[config.mk]
export PLATFORM = sky130hd
export DESIGN_NAME = timed_sensor_resistance_averager_top_flat
export DESIGN_NICKNAME = d
export VERILOG_FILES = /design/src/hw/rtl/tsra_pkg.sv /design/src/hw/rtl/tsra_in_if.sv /design/src/hw/rtl/tsra_out_if.sv /design/src/hw/rtl/tsra_regs.sv /design/src/hw/rtl/tsra_div.sv /design/src/hw/rtl/tsra_dp.sv /design/src/hw/rtl/tsra_ctrl.sv /design/src/hw/rtl/timed_sensor_resistance_averager_top.sv /design/src/flat_wrapper.sv
export SDC_FILE = /design/constraint.sdc
export NUM_CORES = 1
export LEC_CHECK = 0
export BUFFER_PORTS_ARGS = -buffer_cell sky130_fd_sc_hd__buf_2
export CAP_MARGIN = 20
export CORE_UTILIZATION = 55
export CTS_CLUSTER_DIAMETER = 50
export DETAILED_ROUTE_END_ITERATION = 6
export PLACE_DENSITY = 0.78
export SLEW_MARGIN = 20
export SYNTH_ARGS = -nofsm -noshare
export SYNTH_HDL_FRONTEND = slang
export SYNTH_SLANG_ARGS = --single-unit
[constraint.sdc]
create_clock -name clk_i -period 6.4 [get_ports clk_i]
set_input_delay 1.28 -clock clk_i [delete_from_list [all_inputs] [get_ports clk_i]]
set_output_delay 1.28 -clock clk_i [all_outputs]
set_load 0.01 [all_outputs]
[src/hw/rtl/tsra_pkg.sv]
// Shared constants, types and state encoding for the sensor resistance averager.
package tsra_pkg;

  localparam int     ADC_FULL_SCALE = 4096;
  localparam int     ADC_BITS       = 12;
  localparam longint MILLI_SCALE    = 1000;
  localparam longint RES_SCALE      = longint'(ADC_FULL_SCALE) * MILLI_SCALE;

  localparam int TIME_W = 32;
  localparam int RES_W  = 32;
  localparam int SUM_W  = 40;
  localparam int CNT_W  = 8;
  localparam int LOAD_W = 8;

  localparam int NUM_W      = $clog2(RES_SCALE * ((longint'(1) << LOAD_W) - 1) + 1);
  localparam int DVD_RAW_W  = (NUM_W > SUM_W) ? NUM_W : SUM_W;
  localparam int DVD_W      = ((DVD_RAW_W + 1) / 2) * 2;
  localparam int DVS_W      = (ADC_BITS > CNT_W) ? ADC_BITS : CNT_W;
  localparam int DIV_CYCLES = DVD_W / 2;
  localparam int DIV_CNT_W  = $clog2(DIV_CYCLES);

  localparam logic [RES_W-1:0] RES_MAX = '1;
  localparam logic [CNT_W-1:0] CNT_MAX = '1;

  localparam int PADDR_W = 4;
  localparam int PDATA_W = 32;
  localparam int REG_IDX_W = PADDR_W - 2;

  localparam logic [REG_IDX_W-1:0] REG_INTERVAL = 2'd0;
  localparam logic [REG_IDX_W-1:0] REG_TARGET   = 2'd1;
  localparam logic [REG_IDX_W-1:0] REG_LOAD     = 2'd2;

  localparam logic [TIME_W-1:0] INTERVAL_RST = '0;
  localparam logic [CNT_W-1:0]  TARGET_RST   = 8'd1;
  localparam logic [LOAD_W-1:0] LOAD_RST     = 8'd10;

  typedef enum logic [2:0] {
    ST_IDLE,
    ST_DECIDE,
    ST_RES_DIV,
    ST_MEAN_START,
    ST_MEAN_DIV,
    ST_PUSH
  } state_e;

  typedef struct packed {
    logic [TIME_W-1:0] interval_ms;
    logic [CNT_W-1:0]  sample_target;
    logic [LOAD_W-1:0] load_resistance;
  } cfg_t;

  typedef struct packed {
    logic load_in;
    logic clear_run;
    logic skip;
    logic res_div_start;
    logic res_commit;
    logic mean_div_start;
    logic mean_commit;
    logic push;
  } cmd_t;

  typedef struct packed {
    logic is_start;
    logic take;
    logic fault;
    logic div_busy;
    logic div_done;
    logic out_free;
  } sts_t;

endpackage

[src/hw/rtl/tsra_in_if.sv]
// Input channel carrying start commands and timestamped converter samples.
interface tsra_in_if;
  logic                          valid;
  logic                          ready;
  logic                          func;
  logic [tsra_pkg::TIME_W-1:0]   time_ms;
  logic [tsra_pkg::ADC_BITS-1:0] raw_adc;

  modport source (output valid, output func, output time_ms, output raw_adc, input ready);
  modport sink (input valid, input func, input time_ms, input raw_adc, output ready);
endinterface

[src/hw/rtl/tsra_out_if.sv]
// Output channel carrying one result per input transaction.
interface tsra_out_if;
  logic                       valid;
  logic                       ready;
  logic                       accepted;
  logic [tsra_pkg::RES_W-1:0] resistance;
  logic [tsra_pkg::RES_W-1:0] average;
  logic [tsra_pkg::CNT_W-1:0] sample_count;
  logic                       complete;
  logic                       fault;

  modport source (output valid, output accepted, output resistance, output average,
                  output sample_count, output complete, output fault, input ready);
  modport sink (input valid, input accepted, input resistance, input average,
                input sample_count, input complete, input fault, output ready);
endinterface

[src/hw/rtl/tsra_regs.sv]
// APB configuration registers: interval, sample target and load resistance.
module tsra_regs (
  input  logic                           clk_i,
  input  logic                           rst_ni,
  input  logic                           psel_i,
  input  logic                           penable_i,
  input  logic                           pwrite_i,
  input  logic [tsra_pkg::PADDR_W-1:0]   paddr_i,
  input  logic [tsra_pkg::PDATA_W-1:0]   pwdata_i,
  output logic [tsra_pkg::PDATA_W-1:0]   prdata_o,
  output logic                           pready_o,
  output tsra_pkg::cfg_t                 cfg_o
);

  tsra_pkg::cfg_t                      cfg_q;
  logic [tsra_pkg::REG_IDX_W-1:0]      idx;
  logic                                wr_en;

  assign pready_o = 1'b1;
  assign idx      = paddr_i[tsra_pkg::PADDR_W-1:2];
  assign wr_en    = psel_i & penable_i & pwrite_i & pready_o;
  assign cfg_o    = cfg_q;

  always_ff @(posedge clk_i or negedge rst_ni) begin
    if (!rst_ni) begin
      cfg_q.interval_ms     <= tsra_pkg::INTERVAL_RST;
      cfg_q.sample_target   <= tsra_pkg::TARGET_RST;
      cfg_q.load_resistance <= tsra_pkg::LOAD_RST;
    end else if (wr_en) begin
      case (idx)
        tsra_pkg::REG_INTERVAL: cfg_q.interval_ms     <= pwdata_i[tsra_pkg::TIME_W-1:0];
        tsra_pkg::REG_TARGET:   cfg_q.sample_target   <= pwdata_i[tsra_pkg::CNT_W-1:0];
        tsra_pkg::REG_LOAD:     cfg_q.load_resistance <= pwdata_i[tsra_pkg::LOAD_W-1:0];
        default: ;
      endcase
    end
  end

  always_comb begin
    case (idx)
      tsra_pkg::REG_INTERVAL: prdata_o = tsra_pkg::PDATA_W'(cfg_q.interval_ms);
      tsra_pkg::REG_TARGET:   prdata_o = tsra_pkg::PDATA_W'(cfg_q.sample_target);
      tsra_pkg::REG_LOAD:     prdata_o = tsra_pkg::PDATA_W'(cfg_q.load_resistance);
      default:                prdata_o = '0;
    endcase
  end

endmodule

[src/hw/rtl/tsra_div.sv]
// Shared restoring divider that retires two quotient bits per cycle.
module tsra_div (
  input  logic                         clk_i,
  input  logic                         rst_ni,
  input  logic                         start_i,
  input  logic [tsra_pkg::DVD_W-1:0]   dividend_i,
  input  logic [tsra_pkg::DVS_W-1:0]   divisor_i,
  output logic                         busy_o,
  output logic                         done_o,
  output logic [tsra_pkg::DVD_W-1:0]   quotient_o
);

  localparam int DVD_W = tsra_pkg::DVD_W;
  localparam int DVS_W = tsra_pkg::DVS_W;

  logic [DVS_W-1:0]               rem_q;
  logic [DVD_W-1:0]               quo_q;
  logic [DVS_W-1:0]               dvs_q;
  logic [tsra_pkg::DIV_CNT_W-1:0] cnt_q;
  logic                           busy_q;
  logic                           done_q;

  logic [DVS_W:0]                 r1;
  logic [DVS_W:0]                 r2;
  logic [DVD_W-1:0]               q1;
  logic [DVD_W-1:0]               q2;
  logic                           ge1;
  logic                           ge2;

  always_comb begin
    r1  = {rem_q, quo_q[DVD_W-1]};
    ge1 = (r1 >= {1'b0, dvs_q});
    if (ge1) begin
      r1 = r1 - {1'b0, dvs_q};
    end
    q1  = {quo_q[DVD_W-2:0], ge1};
    r2  = {r1[DVS_W-1:0], q1[DVD_W-1]};
    ge2 = (r2 >= {1'b0, dvs_q});
    if (ge2) begin
      r2 = r2 - {1'b0, dvs_q};
    end
    q2  = {q1[DVD_W-2:0], ge2};
  end

  always_ff @(posedge clk_i or negedge rst_ni) begin
    if (!rst_ni) begin
      busy_q <= 1'b0;
      done_q <= 1'b0;
      cnt_q  <= '0;
    end else begin
      done_q <= 1'b0;
      if (start_i) begin
        busy_q <= 1'b1;
        cnt_q  <= '0;
      end else if (busy_q) begin
        cnt_q <= cnt_q + 1'b1;
        if (cnt_q == tsra_pkg::DIV_CNT_W'(tsra_pkg::DIV_CYCLES - 1)) begin
          busy_q <= 1'b0;
          done_q <= 1'b1;
        end
      end
    end
  end

  always_ff @(posedge clk_i) begin
    if (start_i) begin
      rem_q <= '0;
      quo_q <= dividend_i;
      dvs_q <= divisor_i;
    end else if (busy_q) begin
      rem_q <= r2[DVS_W-1:0];
      quo_q <= q2;
    end
  end

  assign busy_o     = busy_q;
  assign done_o     = done_q;
  assign quotient_o = quo_q;

endmodule

[src/hw/rtl/tsra_dp.sv]
// Datapath: run state, sample qualification, resistance and average division, result register.
module tsra_dp (
  input  logic                           clk_i,
  input  logic                           rst_ni,
  input  tsra_pkg::cmd_t                 cmd_i,
  input  tsra_pkg::cfg_t                 cfg_i,
  input  logic                           in_func_i,
  input  logic [tsra_pkg::TIME_W-1:0]    in_time_i,
  input  logic [tsra_pkg::ADC_BITS-1:0]  in_raw_i,
  input  logic                           out_ready_i,
  output tsra_pkg::sts_t                 sts_o,
  output logic                           out_valid_o,
  output logic                           out_accepted_o,
  output logic [tsra_pkg::RES_W-1:0]     out_resistance_o,
  output logic [tsra_pkg::RES_W-1:0]     out_average_o,
  output logic [tsra_pkg::CNT_W-1:0]     out_count_o,
  output logic                           out_complete_o,
  output logic                           out_fault_o
);

  localparam int DVD_W = tsra_pkg::DVD_W;
  localparam int NUM_W = tsra_pkg::NUM_W;
  localparam int ADC_BITS = tsra_pkg::ADC_BITS;

  logic                           in_func_q;
  logic [tsra_pkg::TIME_W-1:0]    in_time_q;
  logic [ADC_BITS-1:0]            in_raw_q;

  logic [tsra_pkg::TIME_W-1:0]    last_time_q;
  logic [tsra_pkg::SUM_W-1:0]     sum_q;
  logic [tsra_pkg::CNT_W-1:0]     count_q;
  logic [tsra_pkg::RES_W-1:0]     mean_q;
  logic                           done_q;

  logic                           res_acc_q;
  logic [tsra_pkg::RES_W-1:0]     res_val_q;
  logic                           res_flt_q;

  logic                           out_valid_q;
  logic                           out_acc_q;
  logic [tsra_pkg::RES_W-1:0]     out_res_q;
  logic [tsra_pkg::RES_W-1:0]     out_avg_q;
  logic [tsra_pkg::CNT_W-1:0]     out_cnt_q;
  logic                           out_cmp_q;
  logic                           out_flt_q;

  logic [tsra_pkg::TIME_W-1:0]    elapsed;
  logic                           considered;
  logic                           raw_above;
  logic [ADC_BITS-1:0]            den;
  logic [NUM_W-1:0]               num;
  logic                           div_start;
  logic [DVD_W-1:0]               div_dividend;
  logic [tsra_pkg::DVS_W-1:0]     div_divisor;
  logic [DVD_W-1:0]               div_quo;
  logic                           div_busy;
  logic                           div_done;
  logic [tsra_pkg::RES_W-1:0]     res_sat;
  logic [tsra_pkg::CNT_W-1:0]     cnt_inc;

  assign elapsed    = in_time_q - last_time_q;
  assign considered = in_func_q & ~done_q & (elapsed > cfg_i.interval_ms);
  assign raw_above  = in_raw_q > ADC_BITS'(cfg_i.load_resistance);
  assign den        = in_raw_q - ADC_BITS'(cfg_i.load_resistance);
  assign num        = NUM_W'(tsra_pkg::RES_SCALE) * NUM_W'(cfg_i.load_resistance);

  assign div_start    = cmd_i.res_div_start | cmd_i.mean_div_start;
  assign div_dividend = cmd_i.res_div_start ? DVD_W'(num) : DVD_W'(sum_q);
  assign div_divisor  = cmd_i.res_div_start ? tsra_pkg::DVS_W'(den)
                                            : tsra_pkg::DVS_W'(count_q);

  assign res_sat = (div_quo > DVD_W'(tsra_pkg::RES_MAX)) ? tsra_pkg::RES_MAX
                                                        : div_quo[tsra_pkg::RES_W-1:0];
  assign cnt_inc = (count_q == tsra_pkg::CNT_MAX) ? count_q : count_q + 1'b1;

  tsra_div u_div (
    .clk_i      (clk_i),
    .rst_ni     (rst_ni),
    .start_i    (div_start),
    .dividend_i (div_dividend),
    .divisor_i  (div_divisor),
    .busy_o     (div_busy),
    .done_o     (div_done),
    .quotient_o (div_quo)
  );

  always_comb begin
    sts_o.is_start = ~in_func_q;
    sts_o.take     = considered & raw_above;
    sts_o.fault    = considered & ~raw_above;
    sts_o.div_busy = div_busy;
    sts_o.div_done = div_done;
    sts_o.out_free = ~out_valid_q | out_ready_i;
  end

  always_ff @(posedge clk_i or negedge rst_ni) begin
    if (!rst_ni) begin
      last_time_q <= '0;
      sum_q       <= '0;
      count_q     <= '0;
      mean_q      <= '0;
      done_q      <= 1'b0;
      out_valid_q <= 1'b0;
    end else begin
      if (cmd_i.clear_run) begin
        last_time_q <= in_time_q;
        sum_q       <= '0;
        count_q     <= '0;
        mean_q      <= '0;
        done_q      <= 1'b0;
      end
      if (cmd_i.res_commit) begin
        last_time_q <= in_time_q;
        sum_q       <= sum_q + tsra_pkg::SUM_W'(res_sat);
        count_q     <= cnt_inc;
        done_q      <= (cnt_inc >= cfg_i.sample_target);
      end
      if (cmd_i.mean_commit) begin
        mean_q <= div_quo[tsra_pkg::RES_W-1:0];
      end
      if (cmd_i.push) begin
        out_valid_q <= 1'b1;
      end else if (out_ready_i) begin
        out_valid_q <= 1'b0;
      end
    end
  end

  always_ff @(posedge clk_i) begin
    if (cmd_i.load_in) begin
      in_func_q <= in_func_i;
      in_time_q <= in_time_i;
      in_raw_q  <= in_raw_i;
    end
    if (cmd_i.clear_run || cmd_i.skip) begin
      res_acc_q <= 1'b0;
      res_val_q <= '0;
      res_flt_q <= cmd_i.skip & sts_o.fault;
    end
    if (cmd_i.res_commit) begin
      res_acc_q <= 1'b1;
      res_val_q <= res_sat;
      res_flt_q <= 1'b0;
    end
    if (cmd_i.push) begin
      out_acc_q <= res_acc_q;
      out_res_q <= res_val_q;
      out_avg_q <= mean_q;
      out_cnt_q <= count_q;
      out_cmp_q <= done_q;
      out_flt_q <= res_flt_q;
    end
  end

  assign out_valid_o      = out_valid_q;
  assign out_accepted_o   = out_acc_q;
  assign out_resistance_o = out_res_q;
  assign out_average_o    = out_avg_q;
  assign out_count_o      = out_cnt_q;
  assign out_complete_o   = out_cmp_q;
  assign out_fault_o      = out_flt_q;

  a_commit_counts: assert property (@(posedge clk_i) disable iff (!rst_ni)
    cmd_i.res_commit |=> count_q != '0)
    else $error("count is zero after a sample was taken");

  a_reject_zero: assert property (@(posedge clk_i) disable iff (!rst_ni)
    (out_valid_q && !out_acc_q) |-> (out_res_q == '0))
    else $error("rejected transaction carries a nonzero resistance");

endmodule

[src/hw/rtl/tsra_ctrl.sv]
// Controller state machine sequencing qualification, the two divisions and the result push.
module tsra_ctrl (
  input  logic            clk_i,
  input  logic            rst_ni,
  input  logic            in_valid_i,
  output logic            in_ready_o,
  input  tsra_pkg::sts_t  sts_i,
  output tsra_pkg::cmd_t  cmd_o
);

  tsra_pkg::state_e state_q;
  tsra_pkg::state_e state_d;

  always_ff @(posedge clk_i or negedge rst_ni) begin
    if (!rst_ni) begin
      state_q <= tsra_pkg::ST_IDLE;
    end else begin
      state_q <= state_d;
    end
  end

  always_comb begin
    state_d    = state_q;
    cmd_o      = '0;
    in_ready_o = 1'b0;
    case (state_q)
      tsra_pkg::ST_IDLE: begin
        in_ready_o = 1'b1;
        if (in_valid_i) begin
          cmd_o.load_in = 1'b1;
          state_d       = tsra_pkg::ST_DECIDE;
        end
      end
      tsra_pkg::ST_DECIDE: begin
        if (sts_i.is_start) begin
          cmd_o.clear_run = 1'b1;
          state_d         = tsra_pkg::ST_PUSH;
        end else if (sts_i.take) begin
          cmd_o.res_div_start = 1'b1;
          state_d             = tsra_pkg::ST_RES_DIV;
        end else begin
          cmd_o.skip = 1'b1;
          state_d    = tsra_pkg::ST_PUSH;
        end
      end
      tsra_pkg::ST_RES_DIV: begin
        if (sts_i.div_done) begin
          cmd_o.res_commit = 1'b1;
          state_d          = tsra_pkg::ST_MEAN_START;
        end
      end
      tsra_pkg::ST_MEAN_START: begin
        cmd_o.mean_div_start = 1'b1;
        state_d              = tsra_pkg::ST_MEAN_DIV;
      end
      tsra_pkg::ST_MEAN_DIV: begin
        if (sts_i.div_done) begin
          cmd_o.mean_commit = 1'b1;
          state_d           = tsra_pkg::ST_PUSH;
        end
      end
      tsra_pkg::ST_PUSH: begin
        if (sts_i.out_free) begin
          cmd_o.push = 1'b1;
          state_d    = tsra_pkg::ST_IDLE;
        end
      end
      default: begin
        state_d = tsra_pkg::ST_IDLE;
      end
    endcase
  end

  a_busy_in_div: assert property (@(posedge clk_i) disable iff (!rst_ni)
    sts_i.div_busy |-> (state_q == tsra_pkg::ST_RES_DIV || state_q == tsra_pkg::ST_MEAN_DIV))
    else $error("divider running outside a division state");

  a_done_in_div: assert property (@(posedge clk_i) disable iff (!rst_ni)
    sts_i.div_done |-> (state_q == tsra_pkg::ST_RES_DIV || state_q == tsra_pkg::ST_MEAN_DIV))
    else $error("divider finished outside a division state");

  a_single_div: assert property (@(posedge clk_i) disable iff (!rst_ni)
    (cmd_o.res_div_start || cmd_o.mean_div_start) |-> !sts_i.div_busy)
    else $error("division started while the divider is busy");

endmodule

[src/hw/rtl/timed_sensor_resistance_averager_top.sv]
// Top level of the timed sensor resistance averager.
// A start command or a rejected sample goes from the decide state straight to the push state.
// A taken sample makes two passes of the shared radix-4 divider, for the resistance and then the mean.
// One transaction is processed at a time; the next is accepted while a result waits.
// Reset clears the run state and the output valid and loads the register defaults.
module timed_sensor_resistance_averager_top (
  input  logic                          clk_i,
  input  logic                          rst_ni,
  tsra_in_if.sink                       in_i,
  tsra_out_if.source                    out_o,
  input  logic                          psel,
  input  logic                          penable,
  input  logic                          pwrite,
  input  logic [tsra_pkg::PADDR_W-1:0]  paddr,
  input  logic [tsra_pkg::PDATA_W-1:0]  pwdata,
  output logic [tsra_pkg::PDATA_W-1:0]  prdata,
  output logic                          pready
);

  tsra_pkg::cfg_t cfg;
  tsra_pkg::cmd_t cmd;
  tsra_pkg::sts_t sts;

  tsra_regs u_regs (
    .clk_i     (clk_i),
    .rst_ni    (rst_ni),
    .psel_i    (psel),
    .penable_i (penable),
    .pwrite_i  (pwrite),
    .paddr_i   (paddr),
    .pwdata_i  (pwdata),
    .prdata_o  (prdata),
    .pready_o  (pready),
    .cfg_o     (cfg)
  );

  tsra_ctrl u_ctrl (
    .clk_i      (clk_i),
    .rst_ni     (rst_ni),
    .in_valid_i (in_i.valid),
    .in_ready_o (in_i.ready),
    .sts_i      (sts),
    .cmd_o      (cmd)
  );

  tsra_dp u_dp (
    .clk_i            (clk_i),
    .rst_ni           (rst_ni),
    .cmd_i            (cmd),
    .cfg_i            (cfg),
    .in_func_i        (in_i.func),
    .in_time_i        (in_i.time_ms),
    .in_raw_i         (in_i.raw_adc),
    .out_ready_i      (out_o.ready),
    .sts_o            (sts),
    .out_valid_o      (out_o.valid),
    .out_accepted_o   (out_o.accepted),
    .out_resistance_o (out_o.resistance),
    .out_average_o    (out_o.average),
    .out_count_o      (out_o.sample_count),
    .out_complete_o   (out_o.complete),
    .out_fault_o      (out_o.fault)
  );

endmodule

[src/flat_wrapper.sv]
// flat-port wrapper written by rule: the top's interface ports become plain ports
module timed_sensor_resistance_averager_top_flat 
  (clk_i, rst_ni, psel, penable, pwrite, paddr, pwdata, prdata, pready, in_i_valid, in_i_func, in_i_time_ms, in_i_raw_adc, in_i_ready, out_o_valid, out_o_accepted, out_o_resistance, out_o_average, out_o_sample_count, out_o_complete, out_o_fault, out_o_ready);
  tsra_in_if in_i_i ();
  tsra_out_if out_o_i ();
  input  logic clk_i;
  input  logic rst_ni;
  input  logic psel;
  input  logic penable;
  input  logic pwrite;
  input  logic [tsra_pkg::PADDR_W-1:0] paddr;
  input  logic [tsra_pkg::PDATA_W-1:0] pwdata;
  output logic [tsra_pkg::PDATA_W-1:0] prdata;
  output logic pready;
  input wire logic [$bits(in_i_i.valid)-1:0] in_i_valid;
  input wire logic [$bits(in_i_i.func)-1:0] in_i_func;
  input wire logic [$bits(in_i_i.time_ms)-1:0] in_i_time_ms;
  input wire logic [$bits(in_i_i.raw_adc)-1:0] in_i_raw_adc;
  output wire logic [$bits(in_i_i.ready)-1:0] in_i_ready;
  output wire logic [$bits(out_o_i.valid)-1:0] out_o_valid;
  output wire logic [$bits(out_o_i.accepted)-1:0] out_o_accepted;
  output wire logic [$bits(out_o_i.resistance)-1:0] out_o_resistance;
  output wire logic [$bits(out_o_i.average)-1:0] out_o_average;
  output wire logic [$bits(out_o_i.sample_count)-1:0] out_o_sample_count;
  output wire logic [$bits(out_o_i.complete)-1:0] out_o_complete;
  output wire logic [$bits(out_o_i.fault)-1:0] out_o_fault;
  input wire logic [$bits(out_o_i.ready)-1:0] out_o_ready;
  assign in_i_i.valid = in_i_valid;
  assign in_i_i.func = in_i_func;
  assign in_i_i.time_ms = in_i_time_ms;
  assign in_i_i.raw_adc = in_i_raw_adc;
  assign in_i_ready = in_i_i.ready;
  assign out_o_valid = out_o_i.valid;
  assign out_o_accepted = out_o_i.accepted;
  assign out_o_resistance = out_o_i.resistance;
  assign out_o_average = out_o_i.average;
  assign out_o_sample_count = out_o_i.sample_count;
  assign out_o_complete = out_o_i.complete;
  assign out_o_fault = out_o_i.fault;
  assign out_o_i.ready = out_o_ready;
  timed_sensor_resistance_averager_top u_core (.clk_i(clk_i), .rst_ni(rst_ni), .in_i(in_i_i), .out_o(out_o_i), .psel(psel), .penable(penable), .pwrite(pwrite), .paddr(paddr), .pwdata(pwdata), .prdata(prdata), .pready(pready));
endmodule
# Word level (Yosys, flattened, before mapping)
# Cells that the tools add are included.
totals:
  regBits: 390
  input_bits: 88
  output_inout_bits: 110
  wordCells: 132
op_classes:
  addsub: 7
  mul: 1
  order_cmp: 6
  eq_ne: 13
  mux: 52
  bitwise_logic: 12
  reduce_logical: 12
op_table:
  columns: ["op", "count"]
  rows:
  - ["$mux 32", 7]
  - ["$mux 40", 5]
  - ["$pmux 32 s3", 1]
  - ["$add 40x32->40", 1]
  - ["$gt 40x32->1 const B", 1]
  - ["$gt 32x32->1", 1]
  - ["$mux 8", 4]
  - ["$sub 32x32->32", 1]
  - ["$ge 13x12->1", 2]
  - ["$mux 12", 2]
  - ["$sub 12x12->12", 2]
  - ["$mux 1", 22]
  - ["$mux 3", 7]
  - ["$pmux 3 s6", 1]
  - ["$mul 7x8->15 const A", 1]
  - ["$gt 12x8->1", 1]
  - ["$sub 12x8->12", 1]
  - ["$mux 5", 2]
  - ["$reduce_bool 2->1", 5]
  - ["$add 8x1->8 const B", 1]
  - ["$eq 8x8->1 const B", 1]
  - ["$ge 8x8->1", 1]
  - ["$and 1x1->1", 7]
  - ["$eq 3x2->1 const B", 2]
  - ["16 further kinds", 24]

# Longest topological paths before layout
depth:
  ltp_word: 10
  ltp_mapped: 26

# Cells and area by module
# A second synthesis with hierarchy kept.
unflattened:
  cells_unflattened: 1991
  area_unflattened_um2: 22693.0
by_module_without_submodules:
  columns: ["mod", "n_inst", "cells_each", "area_each_um2", "seq_area_each_um2"]
  rows:
  - ["tsra_dp", 1, 1440, 16007.9, 7457.2]
  - ["tsra_div", 1, 361, 4251.6, 1976.9]
  - ["tsra_regs", 1, 160, 2180.8, 1204.9]
  - ["tsra_ctrl", 1, 30, 252.7, 75.1]

# Worst setup path before layout
# No wires, ideal clock.
synth_path:
  path_kind: "register to register"
  from: "register u_core.u_dp.in_time_q[0] (netlist name)"
  to: "register u_core.u_dp.res_val_q[0] (netlist name) (enable)"
  setup_time_ns: 0.466
  arrival_ns: 6.239
  setup_slack_ns: -0.305
  stages_incl_launch_ff: 22
  path_buffers: 0
  cell_sequence: "edfxtp_1 -> inv_1 -> ha_1 -> inv_1 -> fa_1 -> a211o_1 -> a21oi_1 -> o211ai_1 -> a21o_1 -> nand3_1 -> a31oi_1 -> a311o_1 -> a21oi_1 -> xnor2_1 -> ha_1 -> and4_1 -> and2_1 -> a31oi_1 -> o211ai_1 -> a211o_1 -> and3_1 -> o21ai_0"
synth_between:
  elab_chain_len: 9
synth_lines:
  columns: ["element", "line", "source"]
  rows:
  - ["start, declared", "tsra_dp.sv:26", "logic [tsra_pkg::TIME_W-1:0] in_time_q;"]
  - ["start signal, assigned", "tsra_dp.sv:132", "in_time_q <= in_time_i;"]
  - ["$sub 32x32->32", "tsra_dp.sv:61", "assign elapsed = in_time_q - last_time_q;"]
  - ["$gt 32x32->1", "tsra_dp.sv:62", "assign considered = in_func_q & ~done_q & (elapsed > cfg_i.interval_ms);"]
  - ["$and 1x1->1", "tsra_dp.sv:62", null]
  - ["$and 1x1->1", "tsra_dp.sv:89", "sts_o.take = considered & raw_above;"]
  - ["$mux 1", "tsra_ctrl.sv:38", "end else if (sts_i.take) begin"]
  - ["$mux 2", "tsra_ctrl.sv:35", "if (sts_i.is_start) begin"]
  - ["$mux 3", "tsra_ctrl.sv:26", "case (state_q)"]
  - ["$logic_or 1x1->1", "tsra_dp.sv:135", "if (cmd_i.clear_run || cmd_i.skip) begin"]
  - ["$reduce_bool 2->1 (no source line)", null, null]
  - ["end signal, assigned", "tsra_dp.sv:142", "res_val_q <= res_sat;"]
  - ["end, declared", "tsra_dp.sv:36", "logic [tsra_pkg::RES_W-1:0] res_val_q;"]
# Every way passes these cells.
# A chain may end at the register's enable or synchronous reset.

# Worst setup path after layout
layout_path:
  from: "register u_core.u_dp.in_time_q[0] (netlist name)"
  to: "register u_core.u_dp.u_div.quo_q[19], in the netlist u_core.u_dp.u_div.quotient_o[19] (enable)"
layout_between:
  elab_chain_len: 9
layout_lines:
  columns: ["element", "line", "source"]
  rows:
  - ["$sub 32x32->32", "tsra_dp.sv:61", null]
  - ["$gt 32x32->1", "tsra_dp.sv:62", null]
  - ["$and 1x1->1", "tsra_dp.sv:62", null]
  - ["$and 1x1->1", "tsra_dp.sv:89", null]
  - ["$mux 1", "tsra_ctrl.sv:38", null]
  - ["$mux 2", "tsra_ctrl.sv:35", null]
  - ["$mux 3", "tsra_ctrl.sv:26", null]
  - ["$or 1x1->1", "tsra_dp.sv:67", "assign div_start = cmd_i.res_div_start | cmd_i.mean_div_start;"]
  - ["$reduce_bool 2->1 (no source line)", null, null]
  - ["end signal, assigned", "tsra_div.sv:68", "quo_q <= dividend_i;"]
  - ["end signal, assigned", "tsra_div.sv:72", "quo_q <= q2;"]
  - ["end, declared", "tsra_div.sv:17", "logic [DVD_W-1:0] quo_q;"]
# Every way passes these cells.

==> impl_metrics.toml <==
[clock_network]
htree_num_levels = 2
clk_latency_ps = 590
cts_tree = "built"
cts.path.max_buffers = 3
root_buffer = "clkbuf_16"
clk_pin_slew_ps = 60
cts_buffers = 44
clock-sinks = 390

[logic_synthesis]
synth_nets = 2472
synth_cell_types = 75
netlist_area_sq_um = 22000
synth_area_per_cell_sq_um = 10.1
yosys_most_used_dff = "edfxtp_1"
ys_ff_latch = 390
yosysTopAreaCell = "edfxtp_1"
synth_enable_flop_cells = 204
netlist.area_leader.share_pct = 27.9
synthArstFlopShare_pct = 44.1
synthTopCellsByArea = "edfxtp_1 (28%), dfrtp_1 (19%), ha_1 (9.9%), nand2_1 (5.4%), o21ai_0 (5.3%)"
seq_area_frac_synth_pct = 48.7
yosysWarnings = 0
syn_inst = 2183

[drt]
drt_iter0_markers = 1153
dr.pass1.iters = 5
drc = 0
via_count = 16594
vias_per_cell = 5.68
detail-route-antenna-nets = 0
routedWlPerCell_um = 17.6
drt-total-wl_um = 51400

[setup_path]
slowest_stage = "or2_4"
cp.depth = 23
reg2reg_slack_ps = 540
endpoint_kind = "flop"
critPathArrivalTime_ps = 6070
critPathTopFamily = "compound AO/OA/AOI/OAI gates"
required_ps = 6600
critPathMaxFanout = 40
r2r_start = "u_core.u_dp.in_time_q[0]"
r2r_end = "u_core.u_dp.u_div.quotient_o[19]"
worstRegToRegCells = 23
path_cells = "inv_1, ha_1, inv_1, fa_1, a211o_1, a21oi_1, o211ai_1, buf_4, a21oi_1, a22oi_1, a21o_1, a21oi_1, xnor2_1, ha_1, and2_1, nand4_1, nor3_1, a211o_1, nand3_1, nor2_1, nor2_1, inv_1, or2_4"
path_buf_inv = 4
cp_slowest_stage_delay_ps = 520
critPathLaunchType = "flop"
critical_path_class = "reg -> reg"

[floorplanning]
fp-row-count = 72
die_x_um = 202
fp.dieH_um = 202
fp.coreArea_sq_um = 39000
dieArea_sq_um = 40800
initial_core_util_pct = 56.4
io_pins = 198

[final_layout]
nNetsFinal = 2656
regArea_sq_um = 10700
postLayoutCellArea_sq_um = 25000
drive_above_1_share_pct = 14.7
multi_input_area_sq_um = 10400
fill_cells = 3135
final_cells = 2921
syn2layout_area_growth_pct = 13.6

[flow_run]
maxCapViolCount = 0

[sta]
rsz0062_at_grt = "false"
final_max_slew_viol_count = 0
slew_headroom_pct = 28.8
finClkSkew_ps = 30.0
worst_pin_slew_ps = 1070
timing.fmax_mhz = 171
timing_hold_violations_final = 0
setup_violations = 0
period_share_pct = 91.6
period_needed_ps = 5860
hold_slack_ps = 418
setup_tns_ps = 0

[power_and_ir_drop]
leakage_nw = 11.2
power.density_nw_per_um2 = 554
ir_worst_vdd_mv = 0.424
p_total_mw = 13.8

[placed_design]
port_buffers = 194
post-place-cells = 2839
dp_hpwl_um = 37000
placed_cell_area_sq_um = 23500
gp_congestion = 0.953

[hold_path]
hold_path_end = "u_core.u_dp.out_resistance_o[19]"
hold_path_class = "reg -> reg"
hold_start = "u_core.u_dp.res_val_q[19]"
holdPathStages = 0

[global_route]
grt_usage_pct = 25.6
grt_max_degree = 85
grt_pass1_wl_um = 83700
grt_overflow = 0
antenna_found_initial = 1
grt_pass1_vias = 16399

[run_status]
status = "finished, final reports clean"
-- layer usage --
metal	vias to the layer above	wire (um)	global-route usage (%)	part of all wire, %
met2	523	24400	42.9	47
met1	7907	22600	34.0	44
met3	101	3000	4.00	5.8
li1	8063	-	-	-
met5	-	0	0	0
met4	0	1410	8.20	2.7
-- cells by family (layout without fill, tap and decap cells) --
| kind of cell | Yosys count | after routing | share of synthesized area, % |
|---|---|---|---|
| simple gates | 680 | 680 | 14.3 |
| flops | 390 | 390 | 48.7 |
| other cells | 1 | 2 | 0.0171 |
| xor+xnor | 98 | 98 | 3.90 |
| fa+ha+maj | 201 | 201 | 12.4 |
| buf+inv | 237 | 456 | 4.10 |
| compound gates | 537 | 537 | 14.7 |
| mux | 39 | 39 | 1.86 |
-- Yosys cell counts, types with 19 or more instances --
| library cell | count |
|---|---|
| a21o_1 | 48 |
| a21oi_1 | 109 |
| a31oi_1 | 19 |
| and2_1 | 41 |
| clkbuf_1 | 77 |
| dfrtp_1 | 169 |
| edfxtp_1 | 204 |
| fa_1 | 27 |
| ha_1 | 174 |
| inv_1 | 154 |
| mux2i_1 | 27 |
| nand2_1 | 319 |
| nand3_1 | 51 |
| nor2_1 | 96 |
| nor2b_1 | 25 |
| nor3_1 | 37 |
| o21ai_0 | 232 |
| or2_2 | 36 |
| xnor2_1 | 60 |
| xor2_1 | 38 |
-- repair_timing --
item / CTS / global route
setup buffers: 0 / 0
hold buffers: 0 / 0
resized for setup: 0 / 1
hold endpoints to repair: 0 / 0
setup endpoints to repair: 0 / 40
-- worst reg2reg max path, stage by stage, from the launching register on --
cell	delay, ps
edfxtp_1	360
inv_1	80
ha_1	170
inv_1	60
fa_1	430
a211o_1	300
a21oi_1	210
o211ai_1	240
buf_4	210
a21oi_1	410
a22oi_1	240
a21o_1	220
a21oi_1	190
xnor2_1	90
ha_1	270
and2_1	160
nand4_1	200
nor3_1	310
a211o_1	230
nand3_1	120
nor2_1	270
nor2_1	100
inv_1	110
or2_4	520
-- stage by stage --
step                utilization [%]  setup WS, ps
floorplan                         -           562
global placement               60.3           395
detailed placement             60.3           302
CTS                            64.0           250
global route                   64.0           211
finish                         64.0           535
-- where the power goes --
| group | leakage [nW] | total [mW] | internal [mW] | switching (mW) |
|---|---|---|---|---|
| Combinational | 6.17 | 7.28 | 3.08 | 4.20 |
| Clock | 0.704 | 2.52 | 1.48 | 1.04 |
| Sequential | 4.30 | 4.03 | 3.59 | 0.433 |
-- flip-flops by register name, indices dropped and copies added (netlist names), 32 cells and up --
signal,count
u_core.u_dp.in_time_q,32
u_core.u_dp.last_time_q,32
u_core.u_dp.mean_q,32
u_core.u_dp.out_average_o,32
u_core.u_dp.out_resistance_o,32
u_core.u_dp.res_val_q,32
u_core.u_dp.sum_q,40
u_core.u_dp.u_div.quotient_o,40
u_core.u_regs.cfg_o,48
-- cell usage in the layout (no fill, tap or decap), types with 7 or more instances in the layout --
cell | Yosys | layout
a211oi_1 | 18 | 18
a21boi_0 | 7 | 7
a21o_1 | 48 | 48
a21oi_1 | 109 | 109
a31oi_1 | 19 | 19
and2_1 | 41 | 40
and3_1 | 17 | 16
buf_2 | 1 | 193
buf_4 | 1 | 27
clkbuf_1 | 77 | 7
clkbuf_16 | 0 | 45
clkinv_1 | 0 | 7
clkinv_2 | 0 | 7
dfrtp_1 | 169 | 169
dfxtp_1 | 14 | 14
edfxtp_1 | 204 | 204
fa_1 | 27 | 27
ha_1 | 174 | 174
inv_1 | 154 | 154
mux2_2 | 11 | 11
mux2i_1 | 27 | 27
nand2_1 | 319 | 319
nand2b_1 | 13 | 12
nand3_1 | 51 | 51
nand4_1 | 18 | 18
nor2_1 | 96 | 95
nor2b_1 | 25 | 25
nor3_1 | 37 | 35
nor4_1 | 7 | 7
o211ai_1 | 10 | 10
o21a_1 | 17 | 17
o21ai_0 | 232 | 231
o21bai_1 | 11 | 11
o31a_1 | 7 | 7
o31ai_1 | 12 | 12
or2_2 | 36 | 35
xnor2_1 | 60 | 60
xor2_1 | 38 | 38
-- area by class of cell --
cell class	instances	share of cell area, %
Timing Repair Buffer	221	4.72
Sequential cell	390	42.9
Antenna cell	1	0.0100
Clock inverter	28	1.12
Inverter	154	2.31
Clock buffer	53	4.67
Tap cell	518	2.59
Multi-Input combinational cell	1556	41.7
-- how the worst max path moves through the flow --
stage                     slack, ps                                to                     start
after floorplan                 560          u_core.u_dp.res_val_q[0]  u_core.u_dp.in_time_q[0]
after global placement          400   u_core.u_dp.u_div.quotient_o[4]  u_core.u_dp.in_time_q[0]
after detailed placement        300   u_core.u_dp.u_div.quotient_o[6]  u_core.u_dp.in_time_q[0]
after CTS                       250   u_core.u_dp.u_div.quotient_o[0]  u_core.u_dp.in_time_q[0]
after global routing            210   u_core.u_dp.u_div.quotient_o[0]  u_core.u_dp.in_time_q[0]
final                           540  u_core.u_dp.u_div.quotient_o[19]  u_core.u_dp.in_time_q[0]
(Power assumes the default switching activity.)
